<file path="src/rtl/tgadec_pkg.sv">
// Shared types and constants of the run-length coded TGA pixel decoder.
// No dependencies; every other file of the decoder imports this package.
package tgadec_pkg;

  localparam int BYTE_W     = 8;
  localparam int COLOUR_W   = 32;
  localparam int REP_W      = 8;
  localparam int PIX_W      = 32;
  localparam int DIM_W      = 16;
  localparam int BPP_W      = 3;
  localparam int POS_W      = 2;
  localparam int CFG_IDX_W  = 2;
  localparam int CFG_DATA_W = 16;
  localparam int QDEPTH     = 2;
  localparam int QPTR_W     = 1;
  localparam int SETTLE_W   = 2;

  // Configuration register indexes
  localparam logic [CFG_IDX_W-1:0] REG_IMAGE_WIDTH     = 2'd0;
  localparam logic [CFG_IDX_W-1:0] REG_IMAGE_HEIGHT    = 2'd1;
  localparam logic [CFG_IDX_W-1:0] REG_BYTES_PER_PIXEL = 2'd2;

  localparam logic [BPP_W-1:0]  BPP_FOUR   = 3'd4;
  localparam logic [BPP_W-1:0]  BPP_RESET  = 3'd3;
  localparam logic [BYTE_W-1:0] RUN_BIAS   = 8'd127;
  localparam int                RUN_FLAG   = 7;
  localparam logic [POS_W-1:0]  POS_LAST3  = 2'd2;
  localparam logic [POS_W-1:0]  POS_LAST4  = 2'd3;

  // Settle countdown after a configuration write
  localparam logic [SETTLE_W-1:0] SETTLE_START   = 2'd2;
  localparam logic [SETTLE_W-1:0] SETTLE_REFRESH = 2'd1;
  localparam logic [SETTLE_W-1:0] SETTLE_DONE    = 2'd0;

  typedef struct packed {
    logic                  we;
    logic [CFG_IDX_W-1:0]  index;
    logic [CFG_DATA_W-1:0] data;
  } cfg_write_t;

  // One finished colour handed from the front to the back
  typedef struct packed {
    logic [COLOUR_W-1:0] colour;
    logic                four;
    logic [REP_W-1:0]    rep;
    logic                last;
    logic                clip;
  } pix_rec_t;

endpackage

</file>
<file path="src/rtl/tgadec_if.sv">
// Valid/ready channel interfaces of the TGA pixel decoder: byte input, pixel output.
// Depends on tgadec_pkg for field widths.
interface tgadec_in_if;
  import tgadec_pkg::*;
  logic              valid;
  logic              ready;
  logic [BYTE_W-1:0] data_byte;
  modport source (output valid, output data_byte, input ready);
  modport sink   (input valid, input data_byte, output ready);
endinterface

interface tgadec_out_if;
  import tgadec_pkg::*;
  logic              valid;
  logic              ready;
  logic [BYTE_W-1:0] red;
  logic [BYTE_W-1:0] green;
  logic [BYTE_W-1:0] blue;
  logic [BYTE_W-1:0] alpha;
  logic [REP_W-1:0]  repeat_count;
  logic              last_of_image;
  logic              clipped;
  modport source (output valid, output red, output green, output blue, output alpha,
                  output repeat_count, output last_of_image, output clipped,
                  input ready);
  modport sink   (input valid, input red, input green, input blue, input alpha,
                  input repeat_count, input last_of_image, input clipped,
                  output ready);
endinterface

</file>
<file path="src/rtl/tgadec_front.sv">
// Front of the TGA decoder: configuration, packet headers, colour assembly and
// pixel accounting. Depends on tgadec_pkg; feeds tgadec_fifo.
module tgadec_front (
  input  logic                   clk,
  input  logic                   rst_n,
  input  tgadec_pkg::cfg_write_t cfg,
  input  logic                   in_valid,
  output logic                   in_ready,
  input  logic [7:0]             in_byte,
  output logic                   push,
  output tgadec_pkg::pix_rec_t   push_rec,
  input  logic                   q_full
);
  import tgadec_pkg::*;

  logic [DIM_W-1:0]    width_r, width_nxt;
  logic [DIM_W-1:0]    height_r, height_nxt;
  logic [BPP_W-1:0]    bpp_r, bpp_nxt;
  logic [SETTLE_W-1:0] settle_r, settle_nxt;
  logic [PIX_W-1:0]    total_r, total_nxt;
  logic [PIX_W-1:0]    left_r, left_nxt;
  logic [PIX_W-1:0]    done_r, done_nxt;
  logic                expect_hdr_r, expect_hdr_nxt;
  logic                is_run_r, is_run_nxt;
  logic [REP_W-1:0]    pr_r, pr_nxt;
  logic [POS_W-1:0]    pos_r, pos_nxt;
  logic [COLOUR_W-1:0] holder_r, holder_nxt;

  logic [DIM_W-1:0]    w_eff, h_eff;
  logic [PIX_W-1:0]    left_cfg;
  logic                accept, four, colour_done, left_hi;
  logic [REP_W-1:0]    left_lo, rep, pr_after;
  logic                last, clip;
  logic [COLOUR_W-1:0] holder_upd;

  assign in_ready = (settle_r == SETTLE_DONE) && !q_full;
  assign accept   = in_valid && in_ready;

  // Zero dimension counts as one
  assign w_eff     = (width_r == '0) ? DIM_W'(1) : width_r;
  assign h_eff     = (height_r == '0) ? DIM_W'(1) : height_r;
  assign total_nxt = PIX_W'(w_eff) * PIX_W'(h_eff);
  assign left_cfg  = (done_r < total_r) ? (total_r - done_r) : PIX_W'(1);

  assign four        = (bpp_r == BPP_FOUR);
  assign colour_done = (pos_r >= (four ? POS_LAST4 : POS_LAST3));

  always_comb begin
    holder_upd = holder_r;
    for (int k = 0; k < 4; k++) begin
      if (pos_r == POS_W'(k)) begin
        holder_upd[BYTE_W*k +: BYTE_W] = in_byte;
      end
    end
  end

  // Pixels left always fit in 8 bits when the upper part is clear
  assign left_hi = |left_r[PIX_W-1:REP_W];
  assign left_lo = left_r[REP_W-1:0];

  always_comb begin
    if (is_run_r) begin
      clip     = !left_hi && (pr_r > left_lo);
      rep      = clip ? left_lo : pr_r;
      last     = !left_hi && (pr_r >= left_lo);
      pr_after = '0;
    end else begin
      last     = !left_hi && (left_lo == REP_W'(1));
      clip     = last && (pr_r > REP_W'(1));
      rep      = REP_W'(1);
      pr_after = (pr_r != '0) ? (pr_r - REP_W'(1)) : '0;
    end
  end

  assign push     = accept && !expect_hdr_r && colour_done;
  assign push_rec = '{colour: holder_upd, four: four, rep: rep, last: last, clip: clip};

  always_comb begin
    width_nxt      = width_r;
    height_nxt     = height_r;
    bpp_nxt        = bpp_r;
    settle_nxt     = settle_r;
    left_nxt       = left_r;
    done_nxt       = done_r;
    expect_hdr_nxt = expect_hdr_r;
    is_run_nxt     = is_run_r;
    pr_nxt         = pr_r;
    pos_nxt        = pos_r;
    holder_nxt     = holder_r;

    if (cfg.we) begin
      settle_nxt = SETTLE_START;
      case (cfg.index)
        REG_IMAGE_WIDTH:     width_nxt  = cfg.data[DIM_W-1:0];
        REG_IMAGE_HEIGHT:    height_nxt = cfg.data[DIM_W-1:0];
        REG_BYTES_PER_PIXEL: bpp_nxt    = cfg.data[BPP_W-1:0];
        default: ;
      endcase
    end else if (settle_r != SETTLE_DONE) begin
      settle_nxt = settle_r - SETTLE_W'(1);
    end

    if (accept) begin
      if (expect_hdr_r) begin
        is_run_nxt     = in_byte[RUN_FLAG];
        pr_nxt         = in_byte[RUN_FLAG] ? (in_byte - RUN_BIAS) : (in_byte + REP_W'(1));
        expect_hdr_nxt = 1'b0;
        pos_nxt        = '0;
      end else begin
        holder_nxt = holder_upd;
        if (!colour_done) begin
          pos_nxt = pos_r + POS_W'(1);
        end else begin
          pos_nxt = '0;
          if (last) begin
            done_nxt       = '0;
            left_nxt       = total_r;
            pr_nxt         = '0;
            expect_hdr_nxt = 1'b1;
          end else begin
            done_nxt       = done_r + PIX_W'(rep);
            left_nxt       = left_r - PIX_W'(rep);
            pr_nxt         = pr_after;
            expect_hdr_nxt = (pr_after == '0);
          end
        end
      end
    end else if (settle_r == SETTLE_REFRESH) begin
      // Product is registered by now; refresh the pixels still owed
      left_nxt = left_cfg;
    end
  end

  always_ff @(posedge clk) begin
    if (!rst_n) begin
      width_r      <= DIM_W'(1);
      height_r     <= DIM_W'(1);
      bpp_r        <= BPP_RESET;
      settle_r     <= SETTLE_DONE;
      total_r      <= PIX_W'(1);
      left_r       <= PIX_W'(1);
      done_r       <= '0;
      expect_hdr_r <= 1'b1;
      is_run_r     <= 1'b0;
      pr_r         <= '0;
      pos_r        <= '0;
      holder_r     <= '0;
    end else begin
      width_r      <= width_nxt;
      height_r     <= height_nxt;
      bpp_r        <= bpp_nxt;
      settle_r     <= settle_nxt;
      total_r      <= total_nxt;
      left_r       <= left_nxt;
      done_r       <= done_nxt;
      expect_hdr_r <= expect_hdr_nxt;
      is_run_r     <= is_run_nxt;
      pr_r         <= pr_nxt;
      pos_r        <= pos_nxt;
      holder_r     <= holder_nxt;
    end
  end

endmodule

</file>
<file path="src/rtl/tgadec_fifo.sv">
// Two-entry queue of finished colours between the decoder front and back.
// Depends on tgadec_pkg for the record type and depth.
module tgadec_fifo (
  input  logic                 clk,
  input  logic                 rst_n,
  input  logic                 push,
  input  tgadec_pkg::pix_rec_t push_rec,
  output logic                 full,
  input  logic                 pop,
  output tgadec_pkg::pix_rec_t pop_rec,
  output logic                 empty
);
  import tgadec_pkg::*;

  pix_rec_t          mem_r [QDEPTH];
  logic [QPTR_W-1:0] wr_ptr_r, wr_ptr_nxt;
  logic [QPTR_W-1:0] rd_ptr_r, rd_ptr_nxt;
  logic [QPTR_W:0]   cnt_r, cnt_nxt;

  assign full    = (cnt_r == (QPTR_W+1)'(QDEPTH));
  assign empty   = (cnt_r == '0);
  assign pop_rec = mem_r[rd_ptr_r];

  always_comb begin
    wr_ptr_nxt = push ? (wr_ptr_r + QPTR_W'(1)) : wr_ptr_r;
    rd_ptr_nxt = pop ? (rd_ptr_r + QPTR_W'(1)) : rd_ptr_r;
    cnt_nxt    = cnt_r;
    if (push && !pop) begin
      cnt_nxt = cnt_r + (QPTR_W+1)'(1);
    end else if (pop && !push) begin
      cnt_nxt = cnt_r - (QPTR_W+1)'(1);
    end
  end

  always_ff @(posedge clk) begin
    if (!rst_n) begin
      wr_ptr_r <= '0;
      rd_ptr_r <= '0;
      cnt_r    <= '0;
    end else begin
      wr_ptr_r <= wr_ptr_nxt;
      rd_ptr_r <= rd_ptr_nxt;
      cnt_r    <= cnt_nxt;
    end
  end

  always_ff @(posedge clk) begin
    if (push) begin
      mem_r[wr_ptr_r] <= push_rec;
    end
  end

endmodule

</file>
<file path="src/rtl/tgadec_back.sv">
// Back of the TGA decoder: channel swap, alpha gating and the output register.
// Depends on tgadec_pkg; drains tgadec_fifo.
module tgadec_back (
  input  logic                 clk,
  input  logic                 rst_n,
  input  logic                 q_empty,
  input  tgadec_pkg::pix_rec_t q_rec,
  output logic                 q_pop,
  output logic                 out_valid,
  input  logic                 out_ready,
  output logic [7:0]           out_red,
  output logic [7:0]           out_green,
  output logic [7:0]           out_blue,
  output logic [7:0]           out_alpha,
  output logic [7:0]           out_rep,
  output logic                 out_last,
  output logic                 out_clip
);
  import tgadec_pkg::*;

  logic              valid_r, valid_nxt;
  logic [BYTE_W-1:0] red_r, green_r, blue_r, alpha_r;
  logic [REP_W-1:0]  rep_r;
  logic              last_r, clip_r;

  // Load whenever the output register is free or being drained
  assign q_pop = !q_empty && (!valid_r || out_ready);

  always_comb begin
    valid_nxt = valid_r;
    if (q_pop) begin
      valid_nxt = 1'b1;
    end else if (out_ready) begin
      valid_nxt = 1'b0;
    end
  end

  always_ff @(posedge clk) begin
    if (!rst_n) begin
      valid_r <= 1'b0;
    end else begin
      valid_r <= valid_nxt;
    end
  end

  always_ff @(posedge clk) begin
    if (q_pop) begin
      blue_r  <= q_rec.colour[0*BYTE_W +: BYTE_W];
      green_r <= q_rec.colour[1*BYTE_W +: BYTE_W];
      red_r   <= q_rec.colour[2*BYTE_W +: BYTE_W];
      alpha_r <= q_rec.four ? q_rec.colour[3*BYTE_W +: BYTE_W] : '0;
      rep_r   <= q_rec.rep;
      last_r  <= q_rec.last;
      clip_r  <= q_rec.clip;
    end
  end

  assign out_valid = valid_r;
  assign out_red   = red_r;
  assign out_green = green_r;
  assign out_blue  = blue_r;
  assign out_alpha = alpha_r;
  assign out_rep   = rep_r;
  assign out_last  = last_r;
  assign out_clip  = clip_r;

endmodule

</file>
<file path="src/rtl/tga_rle_pixel_decoder.sv">
// Run-length coded TGA pixel decoder, 24/32-bit colour. Feed the pixel-data
// bytes one per request on in_ch; each completed colour leaves on out_ch as one
// request with red and blue in their usual places, a repeat count (1..128 for a
// run, 1 for a raw pixel), and flags for the last pixel of the image and for a
// packet cut short at the image end. The decoder takes one byte per cycle while
// in_ch.ready is high and gives at most one result per byte, so an unstalled
// stream moves at a byte per clock; the pixel accounting that decides the next
// header sits in the byte front. A two-entry queue and the output register let
// the front keep taking bytes while a result waits. in_ch.ready drops after
// every configuration write while the width-times-height product (one 16x16
// multiplier) and the pixels still owed are recomputed, and whenever the queue
// is full. There is no clearing pass after reset.
// Depends on tgadec_pkg, tgadec_if, tgadec_front, tgadec_fifo, tgadec_back.
module tga_rle_pixel_decoder (
  input  logic                                clk,
  input  logic                                rst_n,
  tgadec_in_if.sink                           in_ch,
  tgadec_out_if.source                        out_ch,
  input  logic                                cfg_we,
  input  logic [tgadec_pkg::CFG_IDX_W-1:0]    cfg_index,
  input  logic [tgadec_pkg::CFG_DATA_W-1:0]   cfg_wdata
);
  import tgadec_pkg::*;

  cfg_write_t cfg;
  pix_rec_t   push_rec, pop_rec;
  logic       q_push, q_full, q_pop, q_empty;

  // Bundle the write port for the front, which owns the registers
  assign cfg = '{we: cfg_we, index: cfg_index, data: cfg_wdata};

  // Front: header decode, colour gathering, clipping and end-of-image tracking
  tgadec_front u_front (
    .clk      (clk),
    .rst_n    (rst_n),
    .cfg      (cfg),
    .in_valid (in_ch.valid),
    .in_ready (in_ch.ready),
    .in_byte  (in_ch.data_byte),
    .push     (q_push),
    .push_rec (push_rec),
    .q_full   (q_full)
  );

  // Queue: decouple the byte side from output stalls
  tgadec_fifo u_fifo (
    .clk      (clk),
    .rst_n    (rst_n),
    .push     (q_push),
    .push_rec (push_rec),
    .full     (q_full),
    .pop      (q_pop),
    .pop_rec  (pop_rec),
    .empty    (q_empty)
  );

  // Back: reorder channels, gate alpha, hold the result until taken
  tgadec_back u_back (
    .clk       (clk),
    .rst_n     (rst_n),
    .q_empty   (q_empty),
    .q_rec     (pop_rec),
    .q_pop     (q_pop),
    .out_valid (out_ch.valid),
    .out_ready (out_ch.ready),
    .out_red   (out_ch.red),
    .out_green (out_ch.green),
    .out_blue  (out_ch.blue),
    .out_alpha (out_ch.alpha),
    .out_rep   (out_ch.repeat_count),
    .out_last  (out_ch.last_of_image),
    .out_clip  (out_ch.clipped)
  );

  // Hold off bytes while the pixel total settles after a write
  a_cfg_stall: assert property (@(posedge clk) disable iff (!rst_n)
    cfg_we |=> !in_ch.ready)
    else $error("byte accepted while configuration settles");

  // Drop nothing: the front never pushes into a full queue
  a_no_overflow: assert property (@(posedge clk) disable iff (!rst_n)
    !(q_push && q_full))
    else $error("queue overflow");

  // A cut packet always ends the image
  a_clip_is_last: assert property (@(posedge clk) disable iff (!rst_n)
    out_ch.valid |-> (!out_ch.clipped || out_ch.last_of_image))
    else $error("clipped result not marked last of image");

  // Every result covers at least one pixel
  a_rep_nonzero: assert property (@(posedge clk) disable iff (!rst_n)
    out_ch.valid |-> (out_ch.repeat_count != '0))
    else $error("zero repeat count");

endmodule

</file>
<file path="src/flat_wrapper.sv">
// flat-port wrapper written by rule: the top's interface ports become plain ports
module tga_rle_pixel_decoder_flat import tgadec_pkg::*;
  (clk, rst_n, cfg_we, cfg_index, cfg_wdata, in_ch_valid, in_ch_data_byte, in_ch_ready, out_ch_valid, out_ch_red, out_ch_green, out_ch_blue, out_ch_alpha, out_ch_repeat_count, out_ch_last_of_image, out_ch_clipped, out_ch_ready);
  tgadec_in_if in_ch_i ();
  tgadec_out_if out_ch_i ();
  input  logic clk;
  input  logic rst_n;
  input  logic cfg_we;
  input  logic [tgadec_pkg::CFG_IDX_W-1:0] cfg_index;
  input  logic [tgadec_pkg::CFG_DATA_W-1:0] cfg_wdata;
  input wire logic [$bits(in_ch_i.valid)-1:0] in_ch_valid;
  input wire logic [$bits(in_ch_i.data_byte)-1:0] in_ch_data_byte;
  output wire logic [$bits(in_ch_i.ready)-1:0] in_ch_ready;
  output wire logic [$bits(out_ch_i.valid)-1:0] out_ch_valid;
  output wire logic [$bits(out_ch_i.red)-1:0] out_ch_red;
  output wire logic [$bits(out_ch_i.green)-1:0] out_ch_green;
  output wire logic [$bits(out_ch_i.blue)-1:0] out_ch_blue;
  output wire logic [$bits(out_ch_i.alpha)-1:0] out_ch_alpha;
  output wire logic [$bits(out_ch_i.repeat_count)-1:0] out_ch_repeat_count;
  output wire logic [$bits(out_ch_i.last_of_image)-1:0] out_ch_last_of_image;
  output wire logic [$bits(out_ch_i.clipped)-1:0] out_ch_clipped;
  input wire logic [$bits(out_ch_i.ready)-1:0] out_ch_ready;
  assign in_ch_i.valid = in_ch_valid;
  assign in_ch_i.data_byte = in_ch_data_byte;
  assign in_ch_ready = in_ch_i.ready;
  assign out_ch_valid = out_ch_i.valid;
  assign out_ch_red = out_ch_i.red;
  assign out_ch_green = out_ch_i.green;
  assign out_ch_blue = out_ch_i.blue;
  assign out_ch_alpha = out_ch_i.alpha;
  assign out_ch_repeat_count = out_ch_i.repeat_count;
  assign out_ch_last_of_image = out_ch_i.last_of_image;
  assign out_ch_clipped = out_ch_i.clipped;
  assign out_ch_i.ready = out_ch_ready;
  tga_rle_pixel_decoder u_core (.clk(clk), .rst_n(rst_n), .in_ch(in_ch_i), .out_ch(out_ch_i), .cfg_we(cfg_we), .cfg_index(cfg_index), .cfg_wdata(cfg_wdata));
endmodule
</file>
<file path="config.mk">
export PLATFORM = sky130hd
export DESIGN_NAME = tga_rle_pixel_decoder_flat
export DESIGN_NICKNAME = d
export VERILOG_FILES = /design/src/rtl/tgadec_pkg.sv /design/src/rtl/tgadec_if.sv /design/src/rtl/tgadec_front.sv /design/src/rtl/tgadec_fifo.sv /design/src/rtl/tgadec_back.sv /design/src/rtl/tga_rle_pixel_decoder.sv /design/src/flat_wrapper.sv
export SDC_FILE = /design/constraint.sdc
export NUM_CORES = 1
export LEC_CHECK = 0
export CAP_MARGIN = 5
export CORE_MARGIN = 4
export CORE_UTILIZATION = 50
export DETAILED_ROUTE_END_ITERATION = 6
export DONT_BUFFER_PORTS = 1
export SYNTH_ARGS = -nofsm -noshare
export SYNTH_HDL_FRONTEND = slang
export SYNTH_SLANG_ARGS = --single-unit
export TNS_END_PERCENT = 100
</file>
<file path="constraint.sdc">
create_clock -name clk -period 14.2 [get_ports clk]
set_input_delay 2.84 -clock clk [delete_from_list [all_inputs] [get_ports clk]]
set_output_delay 2.84 -clock clk [all_outputs]
set_load 0.05 [all_outputs]
</file>
==> impl_metrics.py <==
metrics = {
    "cts": {
        "cts_buffers": 35,
        "cts_hold_buf": 0,
        "post_cts_buffers": 0,
        "htreeDepth": 2,
        "clkLatencyLatePin_ps": 560,
        "cts_sinks": 311,
        "ctsResizeCount": 0,
        "clk_pin_slew_ps": 60,
        "cts.path.max_buffers": 3,
        "cts_root_buffer": "clkbuf_16",
        "cts_tree": "done",
    },
    "floorplanning": {
        "die-area_um2": 52000,
        "rows": 80,
        "die_w_um": 228,
        "io_pins": 75,
        "core_area_um2": 47800,
        "die_height_um": 228,
        "start_util_pct": 50.6,
    },
    "timing": {
        "setup_viol": 0,
        "fin_skew_ps": 28.6,
        "slew_viol_final": 0,
        "hold_viol_final": 0,
        "rsz0062_at_grt": "no",
        "final.setup.tns_ps": 0,
        "maxSlewHeadroom_pct": 26.4,
        "fin_crit_sh_pct": 49.7,
        "fin_ws_ps": 7150,
        "tightest_slew_ps": 1100,
        "fin_crit_ps": 7050,
        "fmax_mhz": 142,
    },
    "routing": {
        "ant_nets": 0,
        "drtPass1Iterations": 5,
        "avgRoutedWirePerCell_um": 19.1,
        "routed-via-count": 18300,
        "post-route-drc-count": 0,
        "drt_iter0_markers": 1266,
        "via_per_inst": 5.76,
        "drt-total-wl_um": 60800,
    },
    "setup_path": {
        "r2r_start": "u_core.u_front.width_r[8]",
        "path_max_fanout": 18,
        "cp.arrival_ps": 7490,
        "critPathKind": "flop to flop",
        "setup.worst_path.start": "u_core.u_front.width_r[8]",
        "cp_data_required_time_ps": 14640,
        "worstSetupEndpointType": "flop",
        "start_kind": "flop",
    },
    "grt": {
        "met1_usage_pct": 30.3,
        "grt-ovfl-total": 0,
        "globalRoute.busiestLayer": "met2",
        "grtUsageMet2_pct": 41.1,
        "antenna_found_initial": 1,
        "met3_usage_pct": 3.27,
        "grt_pass1_wl_um": 101000,
        "first_global_vias": 18700,
        "grtUsageTotal_pct": 23.6,
        "grt_max_degree": 73,
    },
    "power_and_ir_drop": {
        "vdd_drop_max_mv": 0.0818,
        "cellLeakagePower_nw": 11.1,
        "powerDensity_nw_per_um2": 108,
    },
    "finish": {
        "n_antenna_cell": 0,
        "fin_nets": 2938,
        "nFillCells": 4380,
        "drive_above_1_share_pct": 6.94,
        "utilization_pct": 53.8,
        "area_growth_syn_to_layout_pct": 6.28,
    },
    "synth": {
        "ys_seq_area_share_pct": 31.0,
        "synth_warnings": 0,
        "yosys_register_bits": 311,
        "syn-num-nets": 3025,
        "synth_area_per_cell_um2": 9.22,
        "synth_flop_cell": "dfxtp_1",
        "synth_enable_flop_cells": 128,
        "synth_cell_types": 83,
        "postSynth.asyncResetShare_pct": 0,
        "synthCells": 2627,
        "synth.cell_area_um2": 24200,
    },
    "run": {
        "maxCapViolations": 0,
    },
    "placed_design": {
        "dpl.hpwl_um": 45200,
        "io_buffer_count": 0,
        "gp_congestion": 0.888,
        "pre_cts_ws_ps": 7280,
    },
    "status": {
        "outcome": "complete, no violations",
    },
    "min_path": {
        "hp-class": "flop to flop",
        "min-delay-start": "u_core.u_front.holder_r[17]",
    },
}
[final timing paths]
path                                      end  slack [ps]  cells past startpoint
hold reg to reg   u_core.u_front.holder_r[17]         470                      2
hold / removal    u_core.u_front.holder_r[17]         470                      2
setup / recovery   u_core.u_front.total_r[31]        7150                     22
setup reg to reg   u_core.u_front.total_r[31]        7150                     22
[kinds of logic (layout without fill, tap and decap cells)]
group,Yosys count,in the layout,share of synthesized area [%]
AND/OR/NAND/NOR,810,810,16.4
buffers and inverters,448,387,7.12
XOR/XNOR,96,96,3.47
multiplexers,86,86,3.90
AO/OA/AOI/OAI,509,509,13.1
flip-flops,311,311,31.0
adder cells (fa/ha/maj),367,367,25.1
[cell type report]
| type | count | area [um^2] | share of cell area (%) |
|---|---|---|---|
| tap | 615 | 769 | 2.99 |
| clock inverter | 20 | 200 | 0.778 |
| clock buffer | 43 | 936 | 3.64 |
| sequential | 311 | 7510 | 29.2 |
| multi-input combinational | 1868 | 15000 | 58.4 |
| timing repair buffer | 18 | 135 | 0.525 |
| inverter | 306 | 1150 | 4.47 |
[report_power, final]
| group | internal [mW] | total [mW] | switching (mW) |
|---|---|---|---|
| registers | 1.03 | 1.26 | 0.234 |
| logic | 0.226 | 0.615 | 0.389 |
| clock network | 0.512 | 0.900 | 0.388 |
| total | 1.77 | 2.78 | 1.01 |
[worst max-delay path, stage by stage, from the launching register on]
cell	delay [ps]
dfxtp_1	790
nor4_1	160
a41oi_1	240
buf_4	240
nand2b_1	140
fa_1	450
fa_1	490
inv_1	50
fa_1	440
fa_1	400
fa_1	520
inv_1	50
fa_1	470
inv_1	40
ha_1	350
a21oi_1	220
o21ai_0	130
a21oi_1	220
a311oi_1	200
a41oi_1	370
o21ai_0	230
a221oi_1	340
mux2_2	370
[per-layer routing]
metal | wire [um] | part of all wire (%) | vias to the layer above
met1 | 25800 | 42 | 9009
met2 | 29900 | 49 | 507
li1 | - | - | 8650
met3 | 2870 | 4.7 | 143
met4 | 2280 | 3.7 | 0
met5 | 0 | 0 | -
[Yosys cell counts, types with 8 or more instances]
cell type | n | area, um^2
a211oi_1 | 19 | 143
a21o_1 | 39 | 293
a21oi_1 | 183 | 916
a221oi_1 | 8 | 70.1
a31oi_1 | 15 | 93.8
and2_1 | 120 | 751
and3_1 | 14 | 87.6
buf_2 | 8 | 40.0
clkbuf_1 | 122 | 458
dfxtp_1 | 183 | 3660
edfxtp_1 | 128 | 3840
fa_1 | 197 | 3940
ha_1 | 170 | 2130
inv_1 | 304 | 1140
mux2_2 | 67 | 754
mux2i_1 | 19 | 190
nand2_1 | 317 | 1190
nand2b_1 | 30 | 188
nand3_1 | 56 | 280
nand4_1 | 16 | 100
nor2_1 | 141 | 529
nor2b_1 | 24 | 150
nor3_1 | 27 | 135
nor4_1 | 12 | 75.1
o211ai_1 | 12 | 90.1
o21a_1 | 10 | 75.1
o21ai_0 | 117 | 586
o21ai_1 | 10 | 50.1
o21bai_1 | 8 | 60.1
o31ai_1 | 8 | 60.1
or3_1 | 11 | 68.8
xnor2_1 | 66 | 578
xor2_1 | 30 | 263
[registers in the layout, indices dropped and copies added, names as in the netlist, 3 cells and up, named ones only]
signal,flops
u_core.u_back.out_alpha,8
u_core.u_back.out_blue,8
u_core.u_back.out_green,8
u_core.u_back.out_red,8
u_core.u_back.out_rep,8
u_core.u_fifo.mem_r,86
u_core.u_front.bpp_r,3
u_core.u_front.done_r,32
u_core.u_front.height_r,16
u_core.u_front.holder_r,32
u_core.u_front.left_r,32
u_core.u_front.pr_r,8
u_core.u_front.total_r,32
u_core.u_front.width_r,16
[per-stage QoR]
| stage | power [mW] | cell area [um^2] | hold WS, ps | instances |
|---|---|---|---|---|
| 2_1_floorplan | 1.73 | 24200 | 442 | 2627 |
| 6_report | 2.78 | 25700 | 473 | 3181 |
| 4_1_cts | 2.80 | 25700 | 473 | 3181 |
| 3_3_place_gp | 1.89 | 24600 | 457 | 3118 |
| 3_5_place_dp | 1.90 | 24600 | 464 | 3118 |
| 5_1_grt | 2.91 | 25700 | 486 | 3181 |
[placed cells by master, fill, tap and decap left out, drive strengths merged, types with 14 or more instances in the layout]
cell type	instances
xnor2	66
buf	18
mux2i	19
nand2	319
fa	197
nand2b	30
nand4	16
nor3	31
and3	14
nor2b	24
nor2	142
ha	170
edfxtp	128
dfxtp	183
nand3	56
a21o	39
clkbuf	43
and2	120
inv	308
mux2	67
a31oi	15
a211oi	22
a21oi	185
xor2	30
o21ai	128
(Power assumes the default switching activity.)
